--- config.mk ---
export PLATFORM = sky130hd
export DESIGN_NAME = qty_out
export DESIGN_NICKNAME = d
export VERILOG_FILES = /design/src/design/qty_pkg.sv /design/src/design/qty_out.sv
export SDC_FILE = /design/constraint.sdc
export NUM_CORES = 1
export LEC_CHECK = 0
export BUFFER_PORTS_ARGS = -buffer_cell sky130_fd_sc_hd__buf_2
export CAP_MARGIN = 10
export CORE_MARGIN = 3
export CORE_UTILIZATION = 35
export CTS_CLUSTER_DIAMETER = 100
export DETAILED_ROUTE_END_ITERATION = 16
export GPL_TIMING_DRIVEN = 0
export PLACE_DENSITY = 0.73
export SETUP_SLACK_MARGIN = 0.02
export SLEW_MARGIN = 20
export SYNTH_ARGS = -nofsm -noshare
export SYNTH_HDL_FRONTEND = slang
export SYNTH_SLANG_ARGS = --single-unit
--- constraint.sdc ---
create_clock -name aclk -period 5.3 [get_ports aclk]
set_input_delay 0.53 -clock aclk [delete_from_list [all_inputs] [get_ports aclk]]
set_output_delay 0.53 -clock aclk [all_outputs]
set_load 0.05 [all_outputs]
--- src/design/qty_pkg.sv ---
// Package with shared widths, constants, the CORDIC stage word and the arctangent table.
`timescale 1ns / 1ps
package qty_pkg;

    // Requested CORDIC stage count and the number of stages actually built.
    localparam int CORDIC_STAGES = 16;
    localparam int ATAN_LEN      = 24;
    localparam int NSTG          = (CORDIC_STAGES > ATAN_LEN) ? ATAN_LEN : CORDIC_STAGES;

    // Widths.
    localparam int QW    = 16;  // quaternion component, Q2.14
    localparam int PW    = 32;  // product of two components, Q4.28
    localparam int T3W   = 34;  // sine part 2(wz + xy)
    localparam int T4W   = 35;  // cosine part 1 - 2(y^2 + z^2)
    localparam int XW    = 38;  // CORDIC x and y paths, with headroom for gain
    localparam int AW    = 35;  // angle accumulator, 2^-30 rad per unit
    localparam int YW    = 16;  // yaw output, Q3.13
    localparam int IDX_W = 5;   // stage index

    localparam logic signed [AW-1:0]  ANGLE_PI  = 35'sd3373259426;
    localparam logic signed [T4W-1:0] ONE_Q28   = 35'sd268435456;
    localparam logic signed [AW-1:0]  YAW_LIMIT = 35'sd25736;
    localparam logic signed [AW-1:0]  ROUND_ADD = 35'sd65536;
    localparam int                    OUT_SHIFT = 17;

    // Word handed from one CORDIC cell to the next.
    typedef struct packed {
        logic                 zero;  // both input parts were zero
        logic signed [XW-1:0] x;
        logic signed [XW-1:0] y;
        logic signed [AW-1:0] acc;
    } cordic_t;

    // atan(2^-i) scaled by 2^30, rounded to nearest.
    function automatic logic signed [AW-1:0] atan_q30(input logic [IDX_W-1:0] idx);
        logic signed [AW-1:0] v;
        case (idx)
            5'd0:    v = 35'sd843314857;
            5'd1:    v = 35'sd497837829;
            5'd2:    v = 35'sd263043837;
            5'd3:    v = 35'sd133525159;
            5'd4:    v = 35'sd67021687;
            5'd5:    v = 35'sd33543516;
            5'd6:    v = 35'sd16775851;
            5'd7:    v = 35'sd8388437;
            5'd8:    v = 35'sd4194283;
            5'd9:    v = 35'sd2097149;
            5'd10:   v = 35'sd1048576;
            5'd11:   v = 35'sd524288;
            5'd12:   v = 35'sd262144;
            5'd13:   v = 35'sd131072;
            5'd14:   v = 35'sd65536;
            5'd15:   v = 35'sd32768;
            5'd16:   v = 35'sd16384;
            5'd17:   v = 35'sd8192;
            5'd18:   v = 35'sd4096;
            5'd19:   v = 35'sd2048;
            5'd20:   v = 35'sd1024;
            5'd21:   v = 35'sd512;
            5'd22:   v = 35'sd256;
            5'd23:   v = 35'sd128;
            default: v = '0;
        endcase
        return v;
    endfunction

endpackage

--- src/design/qty_out.sv ---
// Output stage: rounds the angle to Q3.13, clamps it to plus or minus pi and holds the result.
`timescale 1ns / 1ps
module qty_out (
    input  logic                          aclk,
    input  logic                          aresetn,
    input  logic                          in_valid,
    output logic                          in_ready,
    input  qty_pkg::cordic_t              in_data,
    output logic                          m_valid,
    input  logic                          m_ready,
    output logic signed [15:0]            m_yaw_angle
);

    logic                          valid_reg;
    logic signed [15:0]            yaw_reg, yaw_next;
    logic signed [qty_pkg::AW-1:0] rounded;

    assign in_ready = !valid_reg || m_ready;

    always_comb begin
        rounded = (in_data.acc + qty_pkg::ROUND_ADD) >>> qty_pkg::OUT_SHIFT;
        if (in_data.zero) begin
            yaw_next = '0;
        end else if (rounded > qty_pkg::YAW_LIMIT) begin
            yaw_next = qty_pkg::YW'(qty_pkg::YAW_LIMIT);
        end else if (rounded < -qty_pkg::YAW_LIMIT) begin
            yaw_next = -qty_pkg::YW'(qty_pkg::YAW_LIMIT);
        end else begin
            yaw_next = qty_pkg::YW'(rounded);
        end
    end

    always_ff @(posedge aclk) begin
        if (!aresetn) begin
            valid_reg <= 1'b0;
        end else if (in_ready) begin
            valid_reg <= in_valid;
        end
    end

    always_ff @(posedge aclk) begin
        if (in_ready && in_valid) begin
            yaw_reg <= yaw_next;
        end
    end

    assign m_valid     = valid_reg;
    assign m_yaw_angle = yaw_reg;

endmodule

-- Word-level counts from Yosys, hierarchy flattened
Index checks and enable logic that the tools add are counted.
- register bits after elaboration: 17
- bits in latches: 0
- memory bits (writable): 0
- memory bits (read-only): 0
- input port bits: 116
- output and inout bits: 18
- logic and storage cells: 14
- memories: 0
- $add $sub $neg: 1
- multiply operators: 0
- div/mod/pow operators: 0
- $lt $le $gt $ge: 2
- eq/ne operators: 0
- shifts and indexed selects: 0
- mux-type cells: 2
- bitwise operators: 0
- reduce and logical (&&, ||, !) cells: 5
- operator list (operator ; number):
    $add A35 B18 Y35 const B ; 1
    $gt A18 B16 Y1 const B ; 1
    $lt A18 B16 Y1 const B ; 1
    $mux W16 ; 1
    $mux W15 ; 1
    $reduce_or A3 Y1 ; 1
    $reduce_or A2 Y1 ; 1
    $logic_and A1 B1 Y1 ; 1
    $logic_not A1 Y1 ; 1
    $logic_or A1 B1 Y1 ; 1

-- Longest topological paths before layout
- depth in word-level cells: 4
- gate-level depth with buffers: 10

-- Least setup slack after synthesis
OpenSTA, ideal clock, no wires.
- path type: input -> register
- start: input port in_data[16] in the netlist's numbering
- end: register yaw_reg[15], in the netlist m_yaw_angle[15], data pin
- setup time: 0.274 ns
- arrival time: 2.591 ns
- required time: 5.026 ns
- path slack: 2.435 ns
- stages: 10
- path buffers: 2
- path through: ha_1 > and3_1 > buf_6 > or4_4 > a2111oi_4 > or2_1 > a32o_1 > a221o_2 > buf_6 > a21oi_1
- cells in the longest elaborated chain, start to end: 3
- elaborated cells between the ends (all ways): 5
- those cells by class: 1 x add/sub; 2 x order compare; 1 x mux; 1 x reduce/logical
- ends and longest elaborated chain (item ; line ; source):
    from (decl) ; qty_out.sv:8 ; input qty_pkg::cordic_t in_data,
    $add A35 B18 Y35 * ; qty_out.sv:21 ; rounded = (in_data.acc + qty_pkg::ROUND_ADD) >>> qty_pkg::OUT_SHIFT;
    $lt A18 B16 Y1 / $gt A18 B16 Y1 (equally long branches) ; qty_out.sv:26, qty_out.sv:24 ;
    $mux W16 / $reduce_or A2 Y1 (equally long branches) ; n/a ;
    to (signal assigned) ; qty_out.sv:43 ; yaw_reg <= yaw_next;
    to (decl) ; qty_out.sv:15 ; logic signed [15:0] yaw_reg, yaw_next;
Mark *: on every way between the ends. The rest lies on a longest branch, timed or not.
A chain may end at the register's enable or synchronous reset.

-- Worst setup path after layout
Ends and elaborated chain as after synthesis.

==> reports/results.tsv <==
stage	metric	value	unit
run_status	status	completed	
pwr	pwr dens	193	mW/mm^2
placement	RD Place Congestion	0.860	
worst_setup_path	Critical Path Start Type	input port	
finish	layout cell share with drive strength beyond 1	0.279	
die	height of the chip	74.8	um
worst_setup_path	required time worst endpoint	5.27	ns
routing	Via Count	1536	
global_route	largest net degree at the start of global routing	17	
pwr	total power draw	0.371	mW
pwr	peak supply drop	112	uV
logic_synthesis	Primary FF master, synth	edfxtp_1	
placement	placed cells	277	
cts	TritonCTS clock tree	yes	
die	Initial Util	0.370	
job	maxcap violations	0	
global_route	number of global-route vias before repair	1299	
worst_setup_path	Setup CP Type	input port to flop	
routing	Pre-antenna DRT Iters	4	
logic_synthesis	sequential share of the synthesized area	0.302	
sta	final slew viol count	0	
finish	most common cell after layout, fill and taps aside	buf_2	
logic_synthesis	number of synthesized register bits	17	
logic_synthesis	Syn Area/Cell	8.58	um^2
cts	Resize count post-CTS	0	
cts	clock sink count	17	
worst_setup_path	Arr. time, crit path	2.92	ns
sta	TNS Setup	0	ns
cts	Max clock buf depth	2	
routing	DRT iter0 DRCs	64	
die	core outline area	0.00447	mm^2
cts	H-Tree Level Count	1	
worst_setup_path	CP Buf/Inv Count	3	
die	row count	24	
placement	DP HPWL	3120	um
cts	hold_buf cts	0	
logic_synthesis	count of different cell masters after synthesis	58	
worst_setup_path	Worst path slowest cell	or4_4	
die	Die Area	0.00559	mm^2
routing	Detail Route Antenna Nets	0	
cts	Clock Latency Late Sink	0.24	ns
logic_synthesis	cells after synthesis	193	
routing	Avg WL per Cell	13.7	um
worst_setup_path	CP peak stage delay	0.54	ns
cts	root buf cell	clkbuf_8	
sta	Hold Vio Cnt, Final	0	
global_route	GR Overflow Total	0	
worst_setup_path	worst-path cell chain	buf_2 -> ha_1 -> and3_1 -> buf_6 -> or4_4 -> a2111oi_4 -> or2_1 -> a32o_1 -> a221o_2 -> buf_6 -> a21oi_1	
logic_synthesis	asr flop ratio synth	0	
worst_setup_path	CP Max Fanout	10	
sta	Fin Clk Skew	0.00287	ns
finish	Cell Count, Final, Fillers Out	281	
sta	Worst Tran Pin Value	0.644	ns
sta	Slew headroom	0.571	
finish	nets@finish	347	
placement	Port Buffer Count	32	
cts	CTS Buf Count	3	
logic_synthesis	Ys Warns	0	
logic_synthesis	post-synthesis net count	310	
sta	fmax	0.340	GHz
logic_synthesis	synthesized area	0.00166	mm^2
global_route	first-pass GRT wire length	6140	um
finish	fill count	462	
finish	Synth-to-Final Area Change	16.3	%
worst_setup_path	Most common cell on crit path	buf_6	
routing	final wirelength	3860	um
sta	Final setup viols	0	
sta	Hold WS	0.536	ns
global_route	overall routing resource usage	0.137	
pwr	Pleak	0.655	nW
routing	DRC	0	
finish	ant diodes	0	
cts	CTS clock-pin slew for the worst setup and hold paths	0.06	ns
cts	Post-CTS Setup Inserts	0	
die	width of the die	74.8	um
worst_setup_path	family with the most delay on the worst path	simple AND/OR/NAND/NOR gates	
sta	clock period minus final worst setup slack	2.94	ns
die	Ports	134	
sta	unrepaired setup endpoints after global routing	no	
worst_setup_path	crit end category	flop	
routing	DR vias/cell	5.47	
finish	most frequent cells in the layout	buf_2 (38), nor2_1 (17), edfxtp_1 (16)	
min_path	worst hold path type	flop to flop	
sta	Final period util	0.556	
global_route	initial antenna violation count	0	
logic_synthesis	EDFF count, synth	16	
-- logic make-up after synthesis --
| kind of cell | Yosys count | synth area share |
|---|---|---|
| AO/OA/AOI/OAI | 48 | 0.211 |
| AND/OR/NAND/NOR | 91 | 0.330 |
| flip-flops | 17 | 0.302 |
| multiplexers | 1 | 0.00680 |
| XOR/XNOR | 14 | 0.0740 |
| buffers and inverters | 21 | 0.0680 |
| adder cells (fa/ha/maj) | 1 | 0.00755 |
-- sequential cells by signal, indices dropped and copies added (netlist names) --
signal       cells
m_yaw_angle     16
m_valid          1
-- metal layers --
metal  wire, um  GRT usage  part of all wire
met1       1800      0.184              0.47
met5          0          0                 0
met3        183     0.0107             0.047
met4         17     0.0356            0.0044
met2       1860      0.238              0.48
-- report_power, final --
part | total [mW] | internal, mW | leakage, nW | switching, mW
Clock | 0.0895 | 0.0530 | 0.0228 | 0.0365
Combinational | 0.121 | 0.0354 | 0.465 | 0.0861
Sequential | 0.160 | 0.158 | 0.168 | 0.00168
-- cell type report --
class                      count  area, um^2  area share
tap                           52        65.1      0.0338
sequential                    17         500       0.260
multi-input combinational    155        1040       0.542
clock buffer                   4        45.0      0.0234
timing repair buffer          32         160      0.0831
buffer                        18         101      0.0526
inverter                       3        11.3     0.00584
-- through the flow --
step,setup slack (ns),area [um^2],util
2_1_floorplan,2.44,1660,-
5_1_grt,2.25,1930,0.431
3_3_place_gp,2.11,1880,0.421
4_1_cts,2.35,1930,0.431
6_report,2.36,1930,0.431
3_5_place_dp,2.10,1880,0.421
-- worst paths after layout --
check              start               to  slack [ns]  cells after the start
min reg2reg      m_valid          m_valid        0.54                      2
max reg2reg      m_valid   m_yaw_angle[2]        3.98                      2
max          in_data[16]  m_yaw_angle[15]        2.36                     11
min              m_valid          m_valid        0.54                      2
-- synthesized netlist by cell type (2+ instances only) --
cell type / number / area share
and2_1: 3 / 0.011
a21oi_1: 10 / 0.030
nand4_1: 5 / 0.019
xor2_1: 5 / 0.026
xnor2_1: 9 / 0.048
buf_1: 2 / 0.0045
or4_1: 2 / 0.0091
inv_1: 3 / 0.0068
or2_1: 2 / 0.0076
a21boi_0: 2 / 0.0091
edfxtp_1: 16 / 0.29
nand2_1: 13 / 0.029
a31oi_1: 4 / 0.015
nand3_1: 4 / 0.012
o21ai_0: 10 / 0.030
clkbuf_1: 6 / 0.014
buf_6: 3 / 0.020
o2bb2ai_1: 3 / 0.016
a21oi_2: 5 / 0.026
buf_2: 6 / 0.018
nor4_1: 3 / 0.011
a211oi_1: 2 / 0.0091
and4_1: 2 / 0.011
nor2_1: 17 / 0.039
nand4b_1: 3 / 0.016
nor3_1: 15 / 0.045
nand2b_1: 3 / 0.011
nand3b_1: 3 / 0.014
and3_1: 3 / 0.011
-- worst register-to-register path, stage by stage, from the launching register on --
cell      delay (ns)
dfxtp_1         0.31
nand2b_1        0.09
and2_1          0.55
(Power assumes the default switching activity.)
