==> config.mk <==
export PLATFORM = sky130hd
export DESIGN_NAME = qty_front
export DESIGN_NICKNAME = d
export VERILOG_FILES = /design/src/design/qty_pkg.sv /design/src/design/qty_front.sv
export SDC_FILE = /design/constraint.sdc
export NUM_CORES = 2
export LEC_CHECK = 0
export BUFFER_PORTS_ARGS = -buffer_cell sky130_fd_sc_hd__buf_4
export CAP_MARGIN = 20
export CORE_MARGIN = 3
export CORE_UTILIZATION = 45
export DETAILED_ROUTE_END_ITERATION = 7
export SETUP_SLACK_MARGIN = 0.15
export SLEW_MARGIN = 10
export SYNTH_ARGS = -nofsm -noshare
export SYNTH_HDL_FRONTEND = slang
export SYNTH_SLANG_ARGS = --single-unit
==> constraint.sdc <==
create_clock -name aclk -period 14.4 [get_ports aclk]
set_input_delay 1.44 -clock aclk [delete_from_list [all_inputs] [get_ports aclk]]
set_output_delay 1.44 -clock aclk [all_outputs]
set_load 0.01 [all_outputs]
==> src/design/qty_pkg.sv <==
// Package with shared widths, constants, the CORDIC stage word and the arctangent table.
`timescale 1ns / 1ps
package qty_pkg;

    // Requested CORDIC stage count and the number of stages actually built.
    localparam int CORDIC_STAGES = 16;
    localparam int ATAN_LEN      = 24;
    localparam int NSTG          = (CORDIC_STAGES > ATAN_LEN) ? ATAN_LEN : CORDIC_STAGES;

    // Widths.
    localparam int QW    = 16;  // quaternion component, Q2.14
    localparam int PW    = 32;  // product of two components, Q4.28
    localparam int T3W   = 34;  // sine part 2(wz + xy)
    localparam int T4W   = 35;  // cosine part 1 - 2(y^2 + z^2)
    localparam int XW    = 38;  // CORDIC x and y paths, with headroom for gain
    localparam int AW    = 35;  // angle accumulator, 2^-30 rad per unit
    localparam int YW    = 16;  // yaw output, Q3.13
    localparam int IDX_W = 5;   // stage index

    localparam logic signed [AW-1:0]  ANGLE_PI  = 35'sd3373259426;
    localparam logic signed [T4W-1:0] ONE_Q28   = 35'sd268435456;
    localparam logic signed [AW-1:0]  YAW_LIMIT = 35'sd25736;
    localparam logic signed [AW-1:0]  ROUND_ADD = 35'sd65536;
    localparam int                    OUT_SHIFT = 17;

    // Word handed from one CORDIC cell to the next.
    typedef struct packed {
        logic                 zero;  // both input parts were zero
        logic signed [XW-1:0] x;
        logic signed [XW-1:0] y;
        logic signed [AW-1:0] acc;
    } cordic_t;

    // atan(2^-i) scaled by 2^30, rounded to nearest.
    function automatic logic signed [AW-1:0] atan_q30(input logic [IDX_W-1:0] idx);
        logic signed [AW-1:0] v;
        case (idx)
            5'd0:    v = 35'sd843314857;
            5'd1:    v = 35'sd497837829;
            5'd2:    v = 35'sd263043837;
            5'd3:    v = 35'sd133525159;
            5'd4:    v = 35'sd67021687;
            5'd5:    v = 35'sd33543516;
            5'd6:    v = 35'sd16775851;
            5'd7:    v = 35'sd8388437;
            5'd8:    v = 35'sd4194283;
            5'd9:    v = 35'sd2097149;
            5'd10:   v = 35'sd1048576;
            5'd11:   v = 35'sd524288;
            5'd12:   v = 35'sd262144;
            5'd13:   v = 35'sd131072;
            5'd14:   v = 35'sd65536;
            5'd15:   v = 35'sd32768;
            5'd16:   v = 35'sd16384;
            5'd17:   v = 35'sd8192;
            5'd18:   v = 35'sd4096;
            5'd19:   v = 35'sd2048;
            5'd20:   v = 35'sd1024;
            5'd21:   v = 35'sd512;
            5'd22:   v = 35'sd256;
            5'd23:   v = 35'sd128;
            default: v = '0;
        endcase
        return v;
    endfunction

endpackage

==> src/design/qty_front.sv <==
// Front end: quaternion products, sine and cosine parts, and the half-plane pre-rotation.
`timescale 1ns / 1ps
module qty_front (
    input  logic                    aclk,
    input  logic                    aresetn,
    input  logic                    in_valid,
    output logic                    in_ready,
    input  logic signed [15:0]      quat_x,
    input  logic signed [15:0]      quat_y,
    input  logic signed [15:0]      quat_z,
    input  logic signed [15:0]      quat_w,
    output logic                    out_valid,
    input  logic                    out_ready,
    output qty_pkg::cordic_t        out_data
);

    // Stage 1: four products.
    logic                                p_valid_reg;
    logic signed [qty_pkg::PW-1:0]       wz_reg, xy_reg, yy_reg, zz_reg;
    logic signed [qty_pkg::PW-1:0]       wz_next, xy_next, yy_next, zz_next;
    logic                                p_ready;

    // Stage 2: sine and cosine parts.
    logic                                t_valid_reg;
    logic signed [qty_pkg::T3W-1:0]      t3_reg, t3_next;
    logic signed [qty_pkg::T4W-1:0]      t4_reg, t4_next;
    logic                                t_ready;

    // Stage 3: CORDIC start word.
    logic                                r_valid_reg;
    qty_pkg::cordic_t                    r_data_reg, r_data_next;
    logic                                r_ready;

    assign r_ready  = !r_valid_reg || out_ready;
    assign t_ready  = !t_valid_reg || r_ready;
    assign p_ready  = !p_valid_reg || t_ready;
    assign in_ready = p_ready;

    always_comb begin
        wz_next = quat_w * quat_z;
        xy_next = quat_x * quat_y;
        yy_next = quat_y * quat_y;
        zz_next = quat_z * quat_z;
    end

    always_comb begin
        t3_next = (qty_pkg::T3W'(wz_reg) + qty_pkg::T3W'(xy_reg)) <<< 1;
        t4_next = qty_pkg::ONE_Q28
                - ((qty_pkg::T4W'(yy_reg) + qty_pkg::T4W'(zz_reg)) <<< 1);
    end

    // A negative cosine part puts the vector in the left half plane; turn it by pi first.
    always_comb begin
        r_data_next.zero = (t3_reg == '0) && (t4_reg == '0);
        r_data_next.x    = qty_pkg::XW'(t4_reg);
        r_data_next.y    = qty_pkg::XW'(t3_reg);
        r_data_next.acc  = '0;
        if (t4_reg < 0) begin
            r_data_next.x   = -qty_pkg::XW'(t4_reg);
            r_data_next.y   = -qty_pkg::XW'(t3_reg);
            r_data_next.acc = (t3_reg >= 0) ? qty_pkg::ANGLE_PI : -qty_pkg::ANGLE_PI;
        end
    end

    always_ff @(posedge aclk) begin
        if (!aresetn) begin
            p_valid_reg <= 1'b0;
            t_valid_reg <= 1'b0;
            r_valid_reg <= 1'b0;
        end else begin
            if (p_ready) begin
                p_valid_reg <= in_valid;
            end
            if (t_ready) begin
                t_valid_reg <= p_valid_reg;
            end
            if (r_ready) begin
                r_valid_reg <= t_valid_reg;
            end
        end
    end

    always_ff @(posedge aclk) begin
        if (p_ready && in_valid) begin
            wz_reg <= wz_next;
            xy_reg <= xy_next;
            yy_reg <= yy_next;
            zz_reg <= zz_next;
        end
        if (t_ready && p_valid_reg) begin
            t3_reg <= t3_next;
            t4_reg <= t4_next;
        end
        if (r_ready && t_valid_reg) begin
            r_data_reg <= r_data_next;
        end
    end

    assign out_valid = r_valid_reg;
    assign out_data  = r_data_reg;

endmodule

After elaboration in Yosys (flattened, before gate mapping):

Index checks and enable logic that the tools add are counted.
W data, S select, Z words.

* register bits: 311
* output and inout port bits: 114
* word-level logic and storage cells: 39

* add/subtract/negate cells: 5
* multiply operators: 4
* magnitude comparators: 2
* mux-type cells: 2
* reduce and logical (&&, ||, !) cells: 12

Operator list (count)
* $mul A16 B16 Y32: 4
* $mux W111: 1
* $add A32 B32 Y33: 2
* $neg A34 Y38: 1
* $neg A35 Y38: 1
* $logic_not A35 Y1: 1
* $lt A35 B1 Y1 const B: 1
* $mux W35: 1
* $sub A30 B34 Y35 const A: 1
* $ge A34 B1 Y1 const B: 1
* $logic_not A34 Y1: 1
* $logic_and A1 B1 Y1: 4
* $logic_not A1 Y1: 3
* $logic_or A1 B1 Y1: 3

Logic depth before layout (Yosys ltp):

* word-level depth: 5
* gate-level depth with buffers: 27

Worst setup path before layout:

Ideal clock, no wire load.

* kind: input port to flip-flop
* start point: input out_ready
* end point: register wz_reg[0] in the netlist's numbering, enable pin
* arrival: 7.827 ns
* path slack: 5.886 ns
* cell stages on the path: 2
* path buffers: 0
* cell sequence: nor2b_1 -> a31oi_1

* cells in the longest elaborated chain, start to end: 4

Ends and longest elaborated chain
* start: declaration: RTL line qty_front.sv:13 `input logic out_ready,`
* $logic_or A1 B1 Y1: RTL line qty_front.sv:34 `assign r_ready = !r_valid_reg || out_ready;`
* $logic_or A1 B1 Y1: RTL line qty_front.sv:35 `assign t_ready = !t_valid_reg || r_ready;`
* $logic_or A1 B1 Y1: RTL line qty_front.sv:36 `assign p_ready = !p_valid_reg || t_ready;`
* $logic_and A1 B1 Y1: RTL line qty_front.sv:84 `if (p_ready && in_valid) begin`
* end signal: assignment: RTL line qty_front.sv:85 `wz_reg <= wz_next;`
* end: declaration: RTL line qty_front.sv:19 `logic signed [qty_pkg::PW-1:0] wz_reg, xy_reg, yy_reg, zz_reg;`

Every way passes these cells.
A chain may end at the register's enable or synchronous reset.

Final worst setup path:

* start point: input quat_y[3]
* end point: register yy_reg[31] in the netlist's numbering, data pin

* cells in the longest elaborated chain, start to end: 1

Ends and longest elaborated chain
* start: declaration: RTL line qty_front.sv:9 `input logic signed [15:0] quat_y,`
* $mul A16 B16 Y32: RTL line qty_front.sv:42 `yy_next = quat_y * quat_y;`
* net yy_next (one bit): RTL line qty_front.sv:20 `logic signed [qty_pkg::PW-1:0] wz_next, xy_next, yy_next, zz_next;`
* end signal: assignment: RTL line qty_front.sv:87 `yy_reg <= yy_next;`
* end: declaration: RTL line qty_front.sv:19

The timed path passes the listed nets, and every way through them passes these cells.

==> summary.md <==
| Metric | Value |
|---|---|
| Clock Pin Slew Worst Setup and Hold Paths | `approximately 60 ps` |
| Synth Flop Type | `edfxtp_1` |
| Synthesized area | `~51000 µm²` |
| CTS Buffer Depth | `3` |
| Worst skew pair latency | `600 ps` |
| TNS Setup | `0 ps` |
| Initial antenna violation count | `5` |
| Netlist cell types | `just over 90` |
| Slew of the pin with the lowest slew margin | `just under 1000 ps` |
| First-pass GRT wire length | `201000 µm` |
| Die height | `343 µm` |
| First drt pass iteration count | `5` |
| Syn Inst Count | `~5200` |
| Commonest cells post-synth | `inv_1, fa_1, nand2_1` |
| Top-count cell post-synth | `inv_1` |
| Synthesized area per cell | `~9.8 µm²` |
| Crit. Startpoint | `quat_y[3]` |
| Flops & latches, synth | `between 200 and 300` |
| CP Class | `input port to flop` |
| Synth area leaders | `fa_1, edfxtp_1, ha_1` |
| Reg-to-Reg Start | `yy_reg[2]$_DFFE_PP_` |
| Hold Buf Count CTS | `0` |
| Post-synth top area cell | `fa_1` |
| Drt wl/cell | `between 15 and 20 µm` |
| Crit-path max FO | `32` |
| Initial drt markers | `~1900` |
| Clock skew | `between 15 and 20 ps` |
| Total congestion overflow | `0` |
| Fmax | `129 MHz` |
| Status | `completed` |
| Number of flip-flops in the largest register | `78` |
| I/O pins | `around 180` |
| Fraction of layout cells with a size suffix above 1 | `0.0564` |
| Yosys warning count | `0` |
| Post-synth top area share | `0.389` |
| Final ANT Viol Nets | `0` |
| Slew Viols, Final | `0` |
| Flop-to-flop setup slack | `around 10000 ps` |
| CTS tree | `yes` |
| Num CTS Buffers | `31` |
| Post-Route WL | `around 120000 µm` |
| Type of origin of the critical path | `input port` |
| Hpwl dp | `between 90000 and 100000 µm` |
| Synth-to-Final Area Change | `6.95%` |
| Rows | `122` |
| Die ar. | `118000 µm²` |
| Vias in the first global route | `approximately 37000` |
| Final hold vios | `0` |
| H-tree depth | `1` |
| Post-synth EDFFs | `between 200 and 300` |
| Die Wd | `343 µm` |
| Ys async rst share | `0` |
| Gpl congestion | `around 0.87` |
| R2r worst-path depth | `12` |
| Total GRT Usage | `0.215` |
| Core ar. | `112000 µm²` |
| Fin crit share | `0.538` |
| Final Critical Period | `just under 8000 ps` |
| Via count | `34500` |
| Data arrival, critical path | `8070 ps` |
| Data required time at the worst endpoint | `14730 ps` |
| Starting Density | `0.457` |
| RSZ-0062 raised after global routing | `false` |
| Via/cell ratio | `about 5.1` |
| Final net count | `6700` |
| CP endpoint | `yy_reg[31]$_DFFE_PP_` |
| Clock root buffer master | `clkbuf_16` |
| Worst r2r dst | `t4_reg[33]$_DFFE_PP_` |
| Worst Setup End Kind | `flop` |
| Post-synthesis sequential area ratio | `0.160` |
| Worst Hold Class | `flop to flop` |
| CTS sink count | `274` |
| Setup bufs post-CTS | `0` |
| Drc violations | `0` |
| Port buffer count | `approximately 180` |
| Final Setup Violations | `0` |
| Max_slew headroom | `0.347` |
| Largest net degree at the start of global routing | `79` |
| PostCTS Resize Cnt | `0` |
| Maxcap violations | `0` |
how the worst min path moves through the flow:
stage | startpoint | end | slack (ps) | depth (start not counted)
final | t3_reg[1]$_DFFE_PP_ | out_data[36]$_DFFE_PP_ | 530 | 0
after global routing | t3_reg[1]$_DFFE_PP_ | out_data[36]$_DFFE_PP_ | 550 | 0
after CTS | t4_reg[1]$_DFFE_PP_ | out_data[74]$_DFFE_PP_ | 530 | 0
after detailed placement | t4_reg[1]$_DFFE_PP_ | out_data[74]$_DFFE_PP_ | 510 | 0
after global placement | t4_reg[1]$_DFFE_PP_ | out_data[74]$_DFFE_PP_ | 520 | 0
after floorplan | t4_reg[34]$_DFFE_PP_ | out_data[1]$_SDFFCE_PN0P_ | 420 | 0
placed cells by master, fill, tap and decap left out, types with 8 or more instances in the layout:
master,count
o21a_1,18
nand3_1,38
o21bai_1,28
or3_1,16
nor2_1,186
a31o_2,12
edfxtp_1,271
o21ai_0,109
nand2b_1,34
and2_1,330
xor2_1,51
a31oi_1,19
a21o_1,63
nor2b_1,18
nor4_1,9
a21oi_1,159
fa_1,993
clkbuf_16,31
buf_4,185
inv_1,1239
or2_2,12
or4_1,9
o41ai_1,10
ha_1,417
a211oi_1,15
xnor2_1,245
nand2_1,484
nor3_1,35
o31ai_1,24
clkinv_1,8
and3_1,19
metrics by stage:
stage | hold slack, ps | setup WS, ps | instance area [µm²] | utilization | std cells
finish | 525 | 6660 | 54600 | 0.489 | 6736
global route | 550 | 6270 | 54600 | 0.489 | 6734
CTS | 528 | 6640 | 54600 | 0.489 | 6734
detailed placement | 512 | 6010 | 53600 | 0.479 | 6677
global placement | 520 | 6110 | 53500 | 0.479 | 6677
floorplan | 424 | 5890 | 51100 | - | 5194
layout make-up:
type | count | area (µm²)
Antenna cell | 2 | 5.00
Clock buffer | 34 | 787
Clock inverter | 23 | 295
Fill cell | 10500 | 57100
Inverter | 1242 | 4660
Multi-Input combinational cell | 3488 | 37400
Sequential cell | 274 | 8200
Tap cell | 1488 | 1860
Timing Repair Buffer | 185 | 1390
routing by layer:
metal / vias to the layer above / global-route usage / part of all wire / wire [µm]
met5: - / 0.00408 / 0.00052 / 63
met4: 2 / 0.0441 / 0.023 / 2810
met3: 131 / 0.0182 / 0.047 / 5610
met2: 721 / 0.378 / 0.50 / 60300
met1: 17700 / 0.292 / 0.43 / 51700
li1: 15900 / - / - / -
critical path, cell delays in order:
cell and delay, ps:
buf_4 380, inv_1 250, nor2_1 290, ha_1 310, xor2_1 190, fa_1 520, fa_1 520, inv_1 50
fa_1 440, fa_1 510, inv_1 50, fa_1 470, inv_1 40, ha_1 330, a21oi_1 180, o2111ai_1 120
a221o_1 340, a31o_2 260, a221o_1 320, a41o_1 290, o41ai_4 280, o2111ai_1 180, a21oi_1 190, xnor2_1 100
cells by family (layout without fill, tap and decap cells):
logic type                 Yosys count  in the layout  share of synthesized area
DFF                                274            274                      0.160
muxes                                3              3                   0.000612
xor gates and xnor gates           297            297                     0.0511
AOI/OAI and AO/OA                  539            539                     0.0689
other                                1              8                  0.0000734
and+or+nand+nor                   1233           1233                      0.120
adders and majority gates         1410           1410                      0.491
buffers and inverters             1432           1484                      0.108
Power is not shown: default switching activity piles up to over one toggle a cycle in this logic, so the estimate is an artifact.
